## src/cgwm_pkg.sv

```systemverilog
// Shared types and constants for the coverage grid window marker.
// Used by the controller, the datapath and the top level; depends on nothing.
package cgwm_pkg;

	localparam int MAX_WIDTH  = 64;
	localparam int MAX_HEIGHT = 64;
	localparam int MAX_RANGE  = 15;

	localparam int POS_W   = 6;
	localparam int CODE_W  = 8;
	localparam int RANGE_W = 4;
	localparam int SIZE_W  = 7;
	localparam int COORD_W = 7;
	localparam int CFG_W   = 7;
	localparam int CIDX_W  = 2;
	localparam int ADDR_W  = $clog2(MAX_WIDTH) + $clog2(MAX_HEIGHT);
	localparam int DEPTH   = 1 << ADDR_W;

	localparam logic [CODE_W-1:0]  CODE_UNSCANNED = '0;
	localparam logic [CODE_W-1:0]  CODE_SCANNED   = 8'd2;

	localparam logic [CIDX_W-1:0] CFG_RANGE  = 2'd0;
	localparam logic [CIDX_W-1:0] CFG_WIDTH  = 2'd1;
	localparam logic [CIDX_W-1:0] CFG_HEIGHT = 2'd2;

	typedef enum logic [1:0] {
		OP_WRITE = 2'd0,
		OP_MARK  = 2'd1,
		OP_FIND  = 2'd2
	} opcode_t;

	typedef enum logic [2:0] {
		ST_CLEAR,
		ST_IDLE,
		ST_SETUP,
		ST_WRITE,
		ST_SCAN,
		ST_DRAIN,
		ST_RESP
	} state_t;

	typedef struct packed {
		logic load;
		logic setup;
		logic issue;
		logic wr_tile;
		logic set_found;
		logic set_all;
		logic clear;
	} cgwm_cmd_t;

	typedef struct packed {
		logic [1:0] op;
		logic       clr_last;
		logic       empty;
		logic       last;
		logic       hit;
	} cgwm_stat_t;

endpackage

```

## src/cgwm_ctrl.sv

```systemverilog
// Controller state machine of the coverage grid window marker.
// Depends on cgwm_pkg; drives the datapath by command beats and reads its status.
module cgwm_ctrl
	import cgwm_pkg::*;
(
	input  logic       clk,
	input  logic       arst_n,
	input  logic       start,
	input  cgwm_stat_t stat,
	output cgwm_cmd_t  cmd,
	output logic       busy,
	output logic       done
);

	state_t state_q, state_d;

	always_ff @(posedge clk or negedge arst_n) begin
		if (!arst_n) begin
			state_q <= ST_CLEAR;
		end else begin
			state_q <= state_d;
		end
	end

	always_comb begin
		state_d = state_q;
		cmd     = '0;
		case (state_q)
			ST_CLEAR: begin
				cmd.clear = 1'b1;
				if (stat.clr_last) begin
					state_d = ST_IDLE;
				end
			end
			ST_IDLE: begin
				if (start) begin
					cmd.load = 1'b1;
					state_d  = ST_SETUP;
				end
			end
			ST_SETUP: begin
				cmd.setup = 1'b1;
				case (stat.op)
					OP_WRITE: state_d = ST_WRITE;
					OP_MARK,
					OP_FIND:  state_d = ST_SCAN;
					default:  state_d = ST_RESP;
				endcase
			end
			ST_WRITE: begin
				cmd.wr_tile = 1'b1;
				state_d     = ST_RESP;
			end
			ST_SCAN: begin
				if (stat.empty) begin
					cmd.set_all = (stat.op == OP_FIND);
					state_d     = ST_RESP;
				end else if (stat.op == OP_FIND && stat.hit) begin
					cmd.set_found = 1'b1;
					state_d       = ST_RESP;
				end else begin
					cmd.issue = 1'b1;
					if (stat.last) begin
						state_d = ST_DRAIN;
					end
				end
			end
			ST_DRAIN: begin
				// The final read returns here; a miss on it means the grid is fully scanned.
				if (stat.op == OP_FIND) begin
					cmd.set_found = stat.hit;
					cmd.set_all   = !stat.hit;
				end
				state_d = ST_RESP;
			end
			ST_RESP: begin
				state_d = ST_IDLE;
			end
			default: begin
				state_d = ST_IDLE;
			end
		endcase
	end

	assign busy = (state_q != ST_IDLE);
	assign done = (state_q == ST_RESP);

`ifndef SYNTHESIS
	a_done_single: assert property (@(posedge clk) disable iff (!arst_n)
		done |=> !done) else $error("result strobe lasted more than one cycle");
	a_done_to_idle: assert property (@(posedge clk) disable iff (!arst_n)
		done |=> !busy) else $error("block not idle after a result");
	a_accept_busy: assert property (@(posedge clk) disable iff (!arst_n)
		(start && !busy) |=> (busy && !done)) else $error("accepted command did not start");
	a_found_xor_all: assert property (@(posedge clk) disable iff (!arst_n)
		!(cmd.set_found && cmd.set_all)) else $error("found and all-scanned set together");
`endif

endmodule

```

## config.mk

```make
export PLATFORM = sky130hd
export DESIGN_NAME = cgwm_ctrl
export DESIGN_NICKNAME = d
export VERILOG_FILES = /design/src/cgwm_pkg.sv /design/src/cgwm_ctrl.sv
export SDC_FILE = /design/constraint.sdc
export NUM_CORES = 1
export LEC_CHECK = 0
export BUFFER_PORTS_ARGS = -buffer_cell sky130_fd_sc_hd__buf_4
export CORE_AREA = 5 5 42 44
export DETAILED_ROUTE_END_ITERATION = 12
export DIE_AREA = 0 0 47 49
export HOLD_SLACK_MARGIN = 0.12
export PLACE_DENSITY = 0.58
export REMOVE_ABC_BUFFERS = 1
export SETUP_SLACK_MARGIN = 0.3
export SKIP_LAST_GASP = 1
export SLEW_MARGIN = 30
export SYNTH_ARGS = -nofsm -noshare
export SYNTH_HDL_FRONTEND = slang
export SYNTH_SLANG_ARGS = --single-unit
```

## constraint.sdc

```tcl
create_clock -name clk -period 1.6 [get_ports clk]
set_clock_uncertainty 0.05 [all_clocks]
set_input_delay 0.32 -clock clk [delete_from_list [all_inputs] [get_ports clk]]
set_output_delay 0.32 -clock clk [all_outputs]
set_load 0.02 [all_outputs]
```

==> impl_results.rst <==
.. list-table::
   :header-rows: 1

   * - Metric
     - Value
   * - Status
     - complete, but fails checks
   * - Violations in the final reports
     - negative setup slack
   * - Die height
     - 49 um
   * - Dominant cell type by area after synthesis
     - sky130_fd_sc_hd__dfrtp_1
   * - Register with the most flip-flops
     - state_q
   * - Highest ir drop seen on vdd
     - 0.000509 V
   * - Sort of element at the start of the critical path
     - register
   * - Largest registers
     - state_q x3
   * - Total DRC errors in the routed layout
     - 0
   * - Clock latency of the later-clocked register in the worst-skew pair
     - 240 ps
   * - Final max-slew violation count
     - 0
   * - TritonCTS clock tree
     - done
   * - Depth of the worst register-to-register path
     - 4
   * - CP Launch Point
     - state_q[0]
   * - Global-route wire length before repair
     - 1480 um
   * - Worst setup path class
     - register to output pin
   * - Number of flip-flops and latches in the synthesized netlist
     - 3
   * - Flip-flop count of the largest register after layout
     - 3
   * - R2R setup slack
     - 470 ps
   * - Overall fraction of global-route tracks in use
     - 0.0887
   * - Multi-input combinational cell area
     - 255 um^2
   * - H-tree levels
     - 1
   * - CP Max Fanout
     - 7
   * - Total number of vias
     - 376
   * - Max-slew headroom
     - 0.865
   * - Final-layout setup total negative slack
     - -13.2 ps
   * - Growth of design area from synthesis to finish
     - 90.4%
   * - Post-synthesis instance total
     - 40
   * - CTS buffer count
     - 3
   * - Syn Area/Cell
     - 8.16 um^2
   * - Number of optimization iterations in the first detailed-route pass
     - 4
   * - Endpoints failing hold
     - 0
   * - Arrival @ worst endpoint
     - 1240 ps
   * - Mean routed wirelength per cell
     - 11.6 um
   * - Total power
     - 1.11 mW
   * - Net count reported at finish
     - 82
   * - CP endpoint kind
     - output pin
   * - Count of distinct cell types in the synthesized netlist
     - 24
   * - DRT iter0 DRCs
     - 4
   * - Antenna violations before repair
     - 0
   * - CTS Root Buffer Type
     - sky130_fd_sc_hd__clkbuf_4
   * - Weighted congestion at the end of routability-driven global placement
     - 0.674
   * - Fillcell total
     - 152
   * - Antenna-violating nets left
     - 0
   * - Grt total ovfl
     - 0
   * - Max-cap viol count
     - 0
   * - Total standard cell area after synthesis
     - 327 um^2
   * - Hpwl dp
     - 626 um
   * - Capturing element of the worst setup path
     - busy
   * - Finished Layout Cells
     - 85
   * - Starting utilization of the core area
     - 0.233
   * - Largest cells by area after synthesis
     - sky130_fd_sc_hd__dfrtp_1 23%, sky130_fd_sc_hd__ha_1 11%, sky130_fd_sc_hd__buf_6 6.9%
   * - Static leakage
     - 0.307 nW
   * - R2r endpoint
     - state_q[0]
   * - Number of buffer cells added on primary ports
     - 17
   * - Number of endpoints failing setup at the final stage
     - 1
   * - Core area
     - 1400 um^2
   * - Clock tree buffer depth
     - 2
   * - Fraction of layout cells with a size suffix above 1
     - 0.696
   * - Unrepaired setup endpoints after global routing
     - yes
   * - Total die area
     - 2300 um^2
   * - Routed wire length
     - 986 um
   * - Minimum clock period
     - 1610 ps
   * - Sequential-to-total area share from yosys stat
     - 0.230
   * - Final period utilization
     - 1.01
   * - Worst hold-check path type
     - primary input to register
   * - Die boundary width
     - 47 um
   * - Via density per instance
     - 4.42
   * - Count of clock tree sinks
     - 3
   * - Total power divided by cell area
     - 1780 nW/um^2
   * - Antenna diode count
     - 0
   * - Sequential cell area
     - 78.8 um^2
   * - Slew @ Worst Pin
     - 203 ps
   * - Area fraction of the dominant cell type after synthesis
     - 0.230
   * - Top-Level Pins
     - 18
   * - Endpoint required time on the critical path
     - 1230 ps
   * - Reg-to-reg critical path startpoint
     - state_q[2]
   * - Maximum number of pins on one net before global-route repair
     - 10
   * - Clock Pin Slew Worst Setup and Hold Paths
     - 40 ps
   * - F_max
     - 620 MHz
   * - Placed Cells
     - 72
   * - # rows
     - 14
   * - Via count of the first global-routing pass
     - 372
   * - Post-placement setup slack
     - -2.60 ps
   * - Setup ws final
     - -13.2 ps
   * - Synthesis warning total
     - 0
==> area by class of cell <==
| type | instances | area share |
|---|---|---|
| repair buffers | 28 | 0.360 |
| clock buffers | 4 | 0.0423 |
| multi-input cells | 30 | 0.410 |
| flip-flops and latches | 3 | 0.127 |
| well taps | 16 | 0.0322 |
| inverters | 4 | 0.0282 |
==> per-layer routing <==
layer	part of all wire	wire [um]	track usage	up-vias
li1	-	-	-	193
met1	0.38	371	0.103	172
met2	0.56	551	0.138	9
met3	0.041	40	0	2
met4	0.022	22	0.0829	0
met5	0	0	0	-
==> repair_timing <==
item                                   in CTS  in global routing
setup buffers                               5                  3
pin swaps                                   3                  3
setup endpoints to repair                   9                  9
hold buffers                                1                  0
endpoints found under the hold margin       3                  0
gates resized for setup                    10                  8
==> worst min path at each step <==
stage / depth (start not counted) / startpoint / endpoint / slack, ps
floorplan: 0 / arst_n / state_q[0] / -30
global placement: 1 / arst_n / state_q[2] / 60
detailed placement: 1 / arst_n / state_q[0] / 60
CTS: 3 / stat[1] / state_q[0] / 290
global route: 3 / stat[1] / state_q[0] / 300
finish: 3 / stat[1] / state_q[0] / 290
==> cells by family (layout without fill, tap and decap cells) <==
group	Yosys count	count (layout)	share of synthesized area
and+or+nand+nor	16	16	0.261
AOI/OAI and AO/OA	11	11	0.264
buffers and inverters	7	36	0.130
adders and majority gates	3	3	0.115
DFF	3	3	0.230
==> cells in the final DEF, fill, tap and decap left out, drive strengths merged, types with 3 or more instances in the layout <==
master	netlist	routed
clkbuf	0	4
nor2	3	3
ha	3	3
buf	3	27
a21oi	4	4
dfrtp	3	3
inv	4	4
nand2b	3	3
==> cell usage after synthesis, drive strengths merged <==
cell,number
a21o,1
nor2,3
inv,4
nand3,1
nor2b,1
a21oi,4
and2b,1
o21a,1
nand2b,3
nor3,2
a31oi,1
o211ai,1
nand2,2
a211oi,1
and3,2
o21ai,2
or3,1
ha,3
buf,3
dfrtp,3
==> report_power, final <==
part           leakage [nW]  switching (mW)  internal (mW)
sequential           0.0322           0.105          0.125
clock                0.0150          0.0462         0.0939
combinational         0.260           0.327          0.410
==> worst max-delay path, stage by stage (launching register included) <==
cell and delay [ps]:
sky130_fd_sc_hd__dfrtp_2 470, sky130_fd_sc_hd__inv_4 70, sky130_fd_sc_hd__or3_4 330, sky130_fd_sc_hd__buf_6 140
==> metrics by stage <==
| step | area, um^2 | hold slack [ps] | utilization |
|---|---|---|---|
| final | 622 | 287 | 0.444 |
| after global routing | 622 | 296 | 0.444 |
| after CTS | 567 | 289 | 0.404 |
| after detailed placement | 462 | 60.0 | 0.329 |
| after global placement | 462 | 59.0 | 0.329 |
| after floorplan | 299 | -25.6 | - |
(Power assumes the default switching activity.)
